<file path="src/design/tlb_pt_pkg.sv">
// Shared constants, controller state codes and command/status types of the TLB page translator.
package tlb_pt_pkg;

    localparam int TLB_ENTRIES_DEFAULT       = 16;
    localparam int FRAME_COUNT_DEFAULT       = 64;
    localparam int OFFSET_WIDTH_DEFAULT      = 8;
    localparam int PAGE_NUMBER_WIDTH_DEFAULT = 8;
    localparam int STAMP_WIDTH               = 32;

    typedef enum logic [3:0] {
        ST_IDLE   = 4'b0001,
        ST_LOOK   = 4'b0010,
        ST_SCAN   = 4'b0100,
        ST_COMMIT = 4'b1000
    } t_state;

    typedef struct packed {
        logic accept;
        logic look;
        logic scan;
        logic commit;
    } t_cmd;

    typedef struct packed {
        logic need_scan;
        logic scan_done;
        logic out_free;
    } t_status;

endpackage

</file>
<file path="src/design/tlb_pt_ctrl.sv">
// Controller state machine of the TLB page translator.
module tlb_pt_ctrl
    import tlb_pt_pkg::*;
(
    input  logic    i_clk,
    input  logic    i_rst_n,
    input  logic    i_valid,
    output logic    o_ready,
    input  t_status i_status,
    output t_cmd    o_cmd
);

    t_state r_state;
    t_state n_state;

    always_ff @(posedge i_clk) begin
        if (!i_rst_n) begin
            r_state <= ST_IDLE;
        end else begin
            r_state <= n_state;
        end
    end

    always_comb begin
        n_state      = r_state;
        o_cmd        = '0;
        o_ready      = 1'b0;
        case (r_state)
            ST_IDLE: begin
                // Nothing is taken while reset is held.
                o_ready      = i_rst_n;
                o_cmd.accept = i_valid && i_rst_n;
                if (o_cmd.accept) begin
                    n_state = ST_LOOK;
                end
            end
            ST_LOOK: begin
                o_cmd.look = 1'b1;
                n_state    = i_status.need_scan ? ST_SCAN : ST_COMMIT;
            end
            ST_SCAN: begin
                o_cmd.scan = 1'b1;
                if (i_status.scan_done) begin
                    n_state = ST_COMMIT;
                end
            end
            ST_COMMIT: begin
                if (i_status.out_free) begin
                    o_cmd.commit = 1'b1;
                    n_state      = ST_IDLE;
                end
            end
            default: begin
                n_state = ST_IDLE;
            end
        endcase
    end

endmodule

</file>
<file path="src/design/tlb_pt_dpath.sv">
// Datapath of the TLB page translator: TLB, frame table, stamp memory and output register.
module tlb_pt_dpath
    import tlb_pt_pkg::*;
#(
    parameter int TLB_ENTRIES       = TLB_ENTRIES_DEFAULT,
    parameter int FRAME_COUNT       = FRAME_COUNT_DEFAULT,
    parameter int OFFSET_WIDTH      = OFFSET_WIDTH_DEFAULT,
    parameter int PAGE_NUMBER_WIDTH = PAGE_NUMBER_WIDTH_DEFAULT,
    localparam int TW = $clog2(TLB_ENTRIES),
    localparam int FW = $clog2(FRAME_COUNT),
    localparam int VW = OFFSET_WIDTH + PAGE_NUMBER_WIDTH,
    localparam int PW = FW + OFFSET_WIDTH
)
(
    input  logic          i_clk,
    input  logic          i_rst_n,
    input  logic          i_cfg_wr_en,
    input  logic          i_cfg_wr_data,
    input  logic [VW-1:0] i_virtual_address,
    input  t_cmd          i_cmd,
    output t_status       o_status,
    input  logic          i_ready,
    output logic          o_valid,
    output logic [PW-1:0] o_phys_addr,
    output logic          o_tlb_hit,
    output logic          o_page_fault
);

    logic                         r_mode;
    logic [PAGE_NUMBER_WIDTH-1:0] r_page;
    logic [OFFSET_WIDTH-1:0]      r_offset;
    logic [STAMP_WIDTH-1:0]       r_clock;

    logic [PAGE_NUMBER_WIDTH-1:0] r_tlb_tag   [TLB_ENTRIES];
    logic [FW-1:0]                r_tlb_frame [TLB_ENTRIES];
    logic [TLB_ENTRIES-1:0]       r_tlb_valid;
    logic [TW-1:0]                r_tlb_ptr;

    logic [PAGE_NUMBER_WIDTH-1:0] r_owner [FRAME_COUNT];
    logic [FRAME_COUNT-1:0]       r_occ;
    logic [FW-1:0]                r_victim_ptr;

    logic [STAMP_WIDTH-1:0]       r_stamp_mem [FRAME_COUNT];
    logic [STAMP_WIDTH-1:0]       r_stamp_rd;

    logic                         r_hit;
    logic                         r_fault;
    logic [FW-1:0]                r_frame;

    logic [FW-1:0]                r_scan_addr;
    logic                         r_scan_issue;
    logic                         r_cmp_valid;
    logic [FW-1:0]                r_cmp_idx;
    logic [STAMP_WIDTH-1:0]       r_best;

    logic                         r_out_valid;
    logic [PW-1:0]                r_out_pa;
    logic                         r_out_hit;
    logic                         r_out_fault;

    logic          tlb_hit;
    logic [TW-1:0] tlb_idx;
    logic          frm_hit;
    logic [FW-1:0] frm_idx;
    logic [FW-1:0] empty_idx;
    logic          all_full;
    logic          out_free;

    localparam logic [TW-1:0] TLB_LAST   = TW'(TLB_ENTRIES - 1);
    localparam logic [FW-1:0] FRAME_LAST = FW'(FRAME_COUNT - 1);

    // Parallel tag compares; the lowest matching index wins.
    always_comb begin
        tlb_hit   = 1'b0;
        tlb_idx   = '0;
        frm_hit   = 1'b0;
        frm_idx   = '0;
        empty_idx = '0;
        for (int i = TLB_ENTRIES - 1; i >= 0; i--) begin
            if (r_tlb_valid[i] && r_tlb_tag[i] == r_page) begin
                tlb_hit = 1'b1;
                tlb_idx = TW'(i);
            end
        end
        for (int i = FRAME_COUNT - 1; i >= 0; i--) begin
            if (r_occ[i] && r_owner[i] == r_page) begin
                frm_hit = 1'b1;
                frm_idx = FW'(i);
            end
            if (!r_occ[i]) begin
                empty_idx = FW'(i);
            end
        end
    end

    assign all_full = &r_occ;
    assign out_free = !r_out_valid || i_ready;

    assign o_status.need_scan = !tlb_hit && !frm_hit && all_full && r_mode;
    assign o_status.scan_done = r_cmp_valid && (r_cmp_idx == FRAME_LAST);
    assign o_status.out_free  = out_free;

    // Control state with reset.
    always_ff @(posedge i_clk) begin
        if (!i_rst_n) begin
            r_mode       <= 1'b0;
            r_clock      <= '0;
            r_tlb_valid  <= '0;
            r_tlb_ptr    <= '0;
            r_occ        <= '0;
            r_victim_ptr <= '0;
            r_scan_issue <= 1'b0;
            r_cmp_valid  <= 1'b0;
            r_out_valid  <= 1'b0;
        end else begin
            if (i_cfg_wr_en) begin
                r_mode <= i_cfg_wr_data;
            end
            if (i_cmd.accept) begin
                r_clock <= r_clock + 1'b1;
            end
            if (i_cmd.look && !tlb_hit && !frm_hit && all_full && !r_mode) begin
                r_victim_ptr <= (r_victim_ptr == FRAME_LAST) ? '0 : r_victim_ptr + 1'b1;
            end
            if (i_cmd.look) begin
                r_scan_issue <= o_status.need_scan;
                r_cmp_valid  <= 1'b0;
            end else if (i_cmd.scan) begin
                r_cmp_valid <= r_scan_issue;
                if (r_scan_issue && r_scan_addr == FRAME_LAST) begin
                    r_scan_issue <= 1'b0;
                end
            end else begin
                r_cmp_valid <= 1'b0;
            end
            if (i_cmd.commit) begin
                if (!r_hit) begin
                    // The entry being filled is set below, so it is skipped here.
                    for (int i = 0; i < TLB_ENTRIES; i++) begin
                        if (r_fault && r_tlb_frame[i] == r_frame && TW'(i) != r_tlb_ptr) begin
                            r_tlb_valid[i] <= 1'b0;
                        end
                    end
                    r_tlb_valid[r_tlb_ptr] <= 1'b1;
                    r_tlb_ptr <= (r_tlb_ptr == TLB_LAST) ? '0 : r_tlb_ptr + 1'b1;
                end
                if (r_fault) begin
                    r_occ[r_frame] <= 1'b1;
                end
                r_out_valid <= 1'b1;
            end else if (i_ready) begin
                r_out_valid <= 1'b0;
            end
        end
    end

    // Payload registers.
    always_ff @(posedge i_clk) begin
        if (i_cmd.accept) begin
            r_offset <= i_virtual_address[OFFSET_WIDTH-1:0];
            r_page   <= i_virtual_address[VW-1:OFFSET_WIDTH];
        end
        if (i_cmd.look) begin
            r_hit       <= tlb_hit;
            r_fault     <= !tlb_hit && !frm_hit;
            r_scan_addr <= '0;
            r_best      <= '1;
            if (tlb_hit) begin
                r_frame <= r_tlb_frame[tlb_idx];
            end else if (frm_hit) begin
                r_frame <= frm_idx;
            end else if (!all_full) begin
                r_frame <= empty_idx;
            end else begin
                r_frame <= r_victim_ptr;
            end
        end
        if (i_cmd.scan) begin
            if (r_scan_issue) begin
                r_scan_addr <= r_scan_addr + 1'b1;
            end
            r_cmp_idx <= r_scan_addr;
            // Ties go to the later frame, so the highest index among equal minima wins.
            if (r_cmp_valid && r_stamp_rd <= r_best) begin
                r_best  <= r_stamp_rd;
                r_frame <= r_cmp_idx;
            end
        end
        if (i_cmd.commit) begin
            if (!r_hit) begin
                r_tlb_tag[r_tlb_ptr]   <= r_page;
                r_tlb_frame[r_tlb_ptr] <= r_frame;
            end
            if (r_fault) begin
                r_owner[r_frame] <= r_page;
            end
            r_out_pa    <= {r_frame, r_offset};
            r_out_hit   <= r_hit;
            r_out_fault <= r_fault;
        end
    end

    // Last-use stamp memory: one write port, one registered read port.
    always_ff @(posedge i_clk) begin
        if (i_cmd.commit) begin
            r_stamp_mem[r_frame] <= r_clock;
        end
        r_stamp_rd <= r_stamp_mem[r_scan_addr];
    end

    assign o_valid      = r_out_valid;
    assign o_phys_addr  = r_out_pa;
    assign o_tlb_hit    = r_out_hit;
    assign o_page_fault = r_out_fault;

endmodule

</file>
<file path="src/design/tlb_page_translator.sv">
// Top level of the TLB page translator: controller and datapath.
// Each accepted address passes through lookup and then commit, with a scan of the stamp memory
// between them when a fault with all frames full and LRU replacement selected needs a victim.
// Transactions are taken one at a time (accept, lookup, commit); the LRU scan reads one
// stamp per cycle, and a result left waiting holds the commit.
// Reset (synchronous, active low) empties the TLB and frame table and clears the TLB and victim pointers.
module tlb_page_translator
    import tlb_pt_pkg::*;
#(
    parameter int TLB_ENTRIES       = TLB_ENTRIES_DEFAULT,
    parameter int FRAME_COUNT       = FRAME_COUNT_DEFAULT,
    parameter int OFFSET_WIDTH      = OFFSET_WIDTH_DEFAULT,
    parameter int PAGE_NUMBER_WIDTH = PAGE_NUMBER_WIDTH_DEFAULT
)
(
    input  logic                                          i_clk,
    input  logic                                          i_rst_n,
    input  logic                                          i_cfg_wr_en,
    input  logic                                          i_cfg_wr_data,
    input  logic                                          i_valid,
    output logic                                          o_ready,
    input  logic [OFFSET_WIDTH+PAGE_NUMBER_WIDTH-1:0]     i_virtual_address,
    output logic                                          o_valid,
    input  logic                                          i_ready,
    output logic [$clog2(FRAME_COUNT)+OFFSET_WIDTH-1:0]   o_phys_addr,
    output logic                                          o_tlb_hit,
    output logic                                          o_page_fault
);

    // The controller sequences one transaction at a time through lookup, an optional
    // LRU scan and a commit step; the datapath holds every table and the output register,
    // so a finished result waits there while the next transaction is accepted.
    t_cmd    cmd;
    t_status status;

    tlb_pt_ctrl u_ctrl (
        .i_clk    (i_clk),
        .i_rst_n  (i_rst_n),
        .i_valid  (i_valid),
        .o_ready  (o_ready),
        .i_status (status),
        .o_cmd    (cmd)
    );

    tlb_pt_dpath #(
        .TLB_ENTRIES       (TLB_ENTRIES),
        .FRAME_COUNT       (FRAME_COUNT),
        .OFFSET_WIDTH      (OFFSET_WIDTH),
        .PAGE_NUMBER_WIDTH (PAGE_NUMBER_WIDTH)
    ) u_dpath (
        .i_clk             (i_clk),
        .i_rst_n           (i_rst_n),
        .i_cfg_wr_en       (i_cfg_wr_en),
        .i_cfg_wr_data     (i_cfg_wr_data),
        .i_virtual_address (i_virtual_address),
        .i_cmd             (cmd),
        .o_status          (status),
        .i_ready           (i_ready),
        .o_valid           (o_valid),
        .o_phys_addr       (o_phys_addr),
        .o_tlb_hit         (o_tlb_hit),
        .o_page_fault      (o_page_fault)
    );

endmodule

</file>
<file path="config.mk">
export PLATFORM = sky130hd
export DESIGN_NAME = tlb_page_translator
export DESIGN_NICKNAME = d
export VERILOG_FILES = /design/src/design/tlb_pt_pkg.sv /design/src/design/tlb_pt_ctrl.sv /design/src/design/tlb_pt_dpath.sv /design/src/design/tlb_page_translator.sv
export SDC_FILE = /design/constraint.sdc
export NUM_CORES = 2
export LEC_CHECK = 0
export ABC_CLOCK_PERIOD_IN_PS = 7400
export BUFFER_PORTS_ARGS = -buffer_cell sky130_fd_sc_hd__buf_2
export CAP_MARGIN = 20
export CELL_PAD_IN_SITES_DETAIL_PLACEMENT = 1
export CELL_PAD_IN_SITES_GLOBAL_PLACEMENT = 1
export CORE_UTILIZATION = 50
export CTS_CLUSTER_SIZE = 20
export DETAILED_ROUTE_END_ITERATION = 8
export HOLD_SLACK_MARGIN = 0.1
export PLACE_DENSITY = 0.75
export SYNTH_ARGS = -nofsm -noshare
export SYNTH_HDL_FRONTEND = slang
export SYNTH_SLANG_ARGS = --single-unit
</file>
<file path="constraint.sdc">
create_clock -name i_clk -period 7.4 [get_ports i_clk]
set_clock_uncertainty 0.15 [all_clocks]
set_input_delay 0.37 -clock i_clk [delete_from_list [all_inputs] [get_ports i_clk]]
set_output_delay 0.37 -clock i_clk [all_outputs]
set_load 0.03 [all_outputs]
</file>
==> out/metrics.cfg <==
[outcome]
status=finished, final reports clean

[routing]
wire_per_inst_um=31.0
ant_nets=0
vias=61900
first_pass_iters=5
drc_errors=0
drt_iter0_markers=6028
wl_um=313000
vias_per_cell=6.14

[cts]
cts_setup_buffers=0
worst_skew_pair.late_latency_ps=950
cts_tree=yes
clock_sinks=3030
clock_path_buffers=4
cts_buffers=325
ctsHtreeMaxLevel=5
cts_resized=0
cts_root_buf=clkbuf_16
clkSlewWorstSetupHoldPaths_ps=60

[yosys]
synth-simple-area-share=0.0455
synth-compound-area-share=0.0145
yosysTopAreaCell=edfxtp_1
synth-seq-cells=3030
yosys_warnings=0
synth-xor-area-share=0.0546
syn_area_per_cell_um2=19.1
netlist_top_cells_area=edfxtp_1 70%, mux4_2 13%, xnor2_1 4.5%
synth-edff-count=2824
synth_top_area_share=0.700
async_flop_share=0
syn-cell-area_um2=121000
postSynthCellCount=6333
yosys_most_used_dff=edfxtp_1
yosysSeqAreaShare=0.734
ys_types=94
synth_top_family_by_area=multiplexers
synth_adder_area_share=0.00403
syn_nets=6394
muxShareOfSynthArea=0.130

[final_layout]
fillers=20800
instances_no_fill=10100
layout-drive-gt1-share=0.220
layout.nets=6696
synthToLayoutAreaGrowth_pct=12.7

[worst_hold_path]
hp-class=reg2reg

[global_routing]
grt_first_pass_wirelength_um=455000
antenna_found_initial=7
grt_pass1_vias=65500
grt_usage=0.257
overflow=0
grt_max_degree=117

[critical_path]
path_cells=buf_12 > xnor2_1 > nand2_1 > nor3_1 > nor4_1 > nand3b_1 > nand3_1 > a211oi_2 > a211oi_1 > a2111oi_1 > nor2_1
worstSetupEndpointType=register
crit_arrival_ps=5340
cp_data_required_time_ps=8050
criticalPathCategory=reg2reg
crit_fanout=79
cp_slowest_cell=edfxtp_1
setup.worst_path.start_class=register
cpPeakStageDelay_ps=780

[die]
start_util=0.503
row_count=180
core_area_um2=241000
io_pins=40
die_w_um=494
dieArea_um2=244000
die_y_um=494

[sta]
setup-violations-final=0
hold_viol_final=0
tightest_slew_ps=1130
relSlewSlack=0.247
min_period_over_period=0.634
fin_tns_setup_ps=0
fin_crit_ps=4690
slew_violations=0
fmax_ghz=0.213
setup_ws_ps=2710
rsz0062_at_grt=no

[pwr]
p_clk_frac=0.441
power.density_nw_per_um2=259
p_int_uw=28000
power_switching_share=0.208
p_leak_uw=0.0416
netSwitchingPower_uw=7340
combPwrFrac=0.030
power_frac_seq=0.529
peakVddDrop_v=0.000220

[place]
dp_hpwl_um=176000
dp_cells=9435
io_buffers=39
gp_congestion=0.893
dp_slack_ps=2760

[run]
cap_violations=0

[cells by family after synthesis]
group                      after synthesis
adders and majority gates               39
and+or+nand+nor                       1139
AOI/OAI and AO/OA                      270
DFF                                   3030
xor gates and xnor gates               755
buffers and inverters                  373
muxes                                  727
[power groups by stage]
stage	sequential [uW]	combinational [uW]	clock, uW
after global routing	18700	1150	16400
after detailed placement	19100	1040	0
after global placement	19100	1000	0
after floorplan	19100	662	0
final	18700	1070	15600
after CTS	18700	1070	15800
[what timing repair did]
item | CTS | global route
endpoints found under the hold margin | 52 | 0
hold buffers | 40 | 0
setup endpoints to repair | 0 | 0
[placed cells by master (no fill, tap or decap), types with 11 or more instances in the layout]
cell type / instances
inv_1: 77
clkbuf_8: 14
nor2_4: 65
clkinv_2: 47
ha_1: 39
dfxtp_2: 38
dlygate4sd3_1: 40
clkbuf_1: 83
o21ai_0: 87
nor4_2: 11
a21oi_1: 57
nand4_1: 133
or3_1: 16
buf_2: 39
mux4_2: 678
nand2_1: 207
xnor2_1: 629
mux2i_1: 43
buf_12: 41
a31oi_1: 14
nand3_1: 123
nor3_1: 86
edfxtp_1: 2824
xor2_1: 125
nor2b_1: 15
clkinvlp_4: 11
bufinv_16: 20
clkbuf_16: 331
or4_1: 14
nor4_1: 19
nand2b_1: 11
buf_4: 147
dfxtp_1: 163
nor2_1: 369
clkinv_1: 60
a21o_1: 13
[through the flow]
step            util  instance area (um2)  power, uW  hold slack [ps]
3_3_place_gp   0.522               126000      20100              250
5_1_grt        0.567               136000      36200              285
4_1_cts        0.565               136000      35600              276
2_1_floorplan      -               121000      19700              250
3_5_place_dp   0.522               126000      20100              256
6_report       0.567               137000      35400              278
[per-layer routing]
metal / GRT usage / up-vias / part of all wire
met5: 0 / - / 0.000042
met4: 0.0782 / 2 / 0.028
met3: 0.0407 / 536 / 0.063
met2: 0.437 / 2425 / 0.51
met1: 0.343 / 33200 / 0.40
li1: - / 25700 / -
[layout make-up]
cell class | count | area, um2 | share of cell area
diodes | 6 | 15.0 | 0.000110
clock buffers | 428 | 8790 | 0.0644
clock inverters | 149 | 1240 | 0.00912
inverters | 81 | 307 | 0.00225
multi-input cells | 2930 | 30700 | 0.225
flip-flops and latches | 3030 | 89000 | 0.652
well taps | 3185 | 3990 | 0.0292
repair buffers | 267 | 2520 | 0.0185
[cells in the mapped netlist, drive strengths merged, types with 30 or more instances]
cell       n
edfxtp  2824
mux4     678
xnor2    630
nor2     439
nand2    209
dfxtp    206
clkbuf   154
buf      138
nand4    133
nand3    125
xor2     125
nor3      96
o21ai     88
inv       79
a21oi     57
mux2i     43
ha        39
nor4      30
[critical path: cells and delay by family, from the launching register on]
family,cells,cell delay [ps]
AOI/OAI and AO/OA,3,1190
xor gates and xnor gates,1,200
buffers and inverters,1,420
DFF,1,780
and+or+nand+nor,6,1620
[sequential cells by signal, summed over array words and instances, names as in the netlist, 4 cells and up]
name and count:
u_dpath.r_tlb_valid 16, u_dpath.r_scan_addr 6, u_dpath.r_best 32, u_dpath.r_victim_ptr 6, u_dpath.r_frame 6, u_dpath.r_offset 8
u_dpath.r_cmp_idx 6, u_dpath.r_occ 64, u_dpath.r_tlb_ptr 4, u_ctrl.r_state 4, u_dpath.r_stamp_mem 2048, u_dpath.r_clock 32
u_dpath.o_phys_addr 14, u_dpath.r_tlb_tag 128, u_dpath.r_page 8, u_dpath.r_owner 512, u_dpath.r_tlb_frame 96, u_dpath.r_stamp_rd 32
[worst paths after layout]
| kind | from | to | slack [ps] | cells past startpoint |
|---|---|---|---|---|
| min | u_dpath.r_offset[3]$_DFFE_PP_ | u_dpath.o_phys_addr[3]$_DFFE_PP_ | 280 | 0 |
| max | u_dpath.r_page[0]$_DFFE_PP_ | u_dpath.r_frame[2]$_DFF_P_ | 2710 | 11 |
| max reg2reg | u_dpath.r_page[0]$_DFFE_PP_ | u_dpath.r_frame[2]$_DFF_P_ | 2710 | 11 |
| min reg2reg | u_dpath.r_offset[3]$_DFFE_PP_ | u_dpath.o_phys_addr[3]$_DFFE_PP_ | 280 | 0 |
No activity file was read; power rests on OpenSTA's default activity.
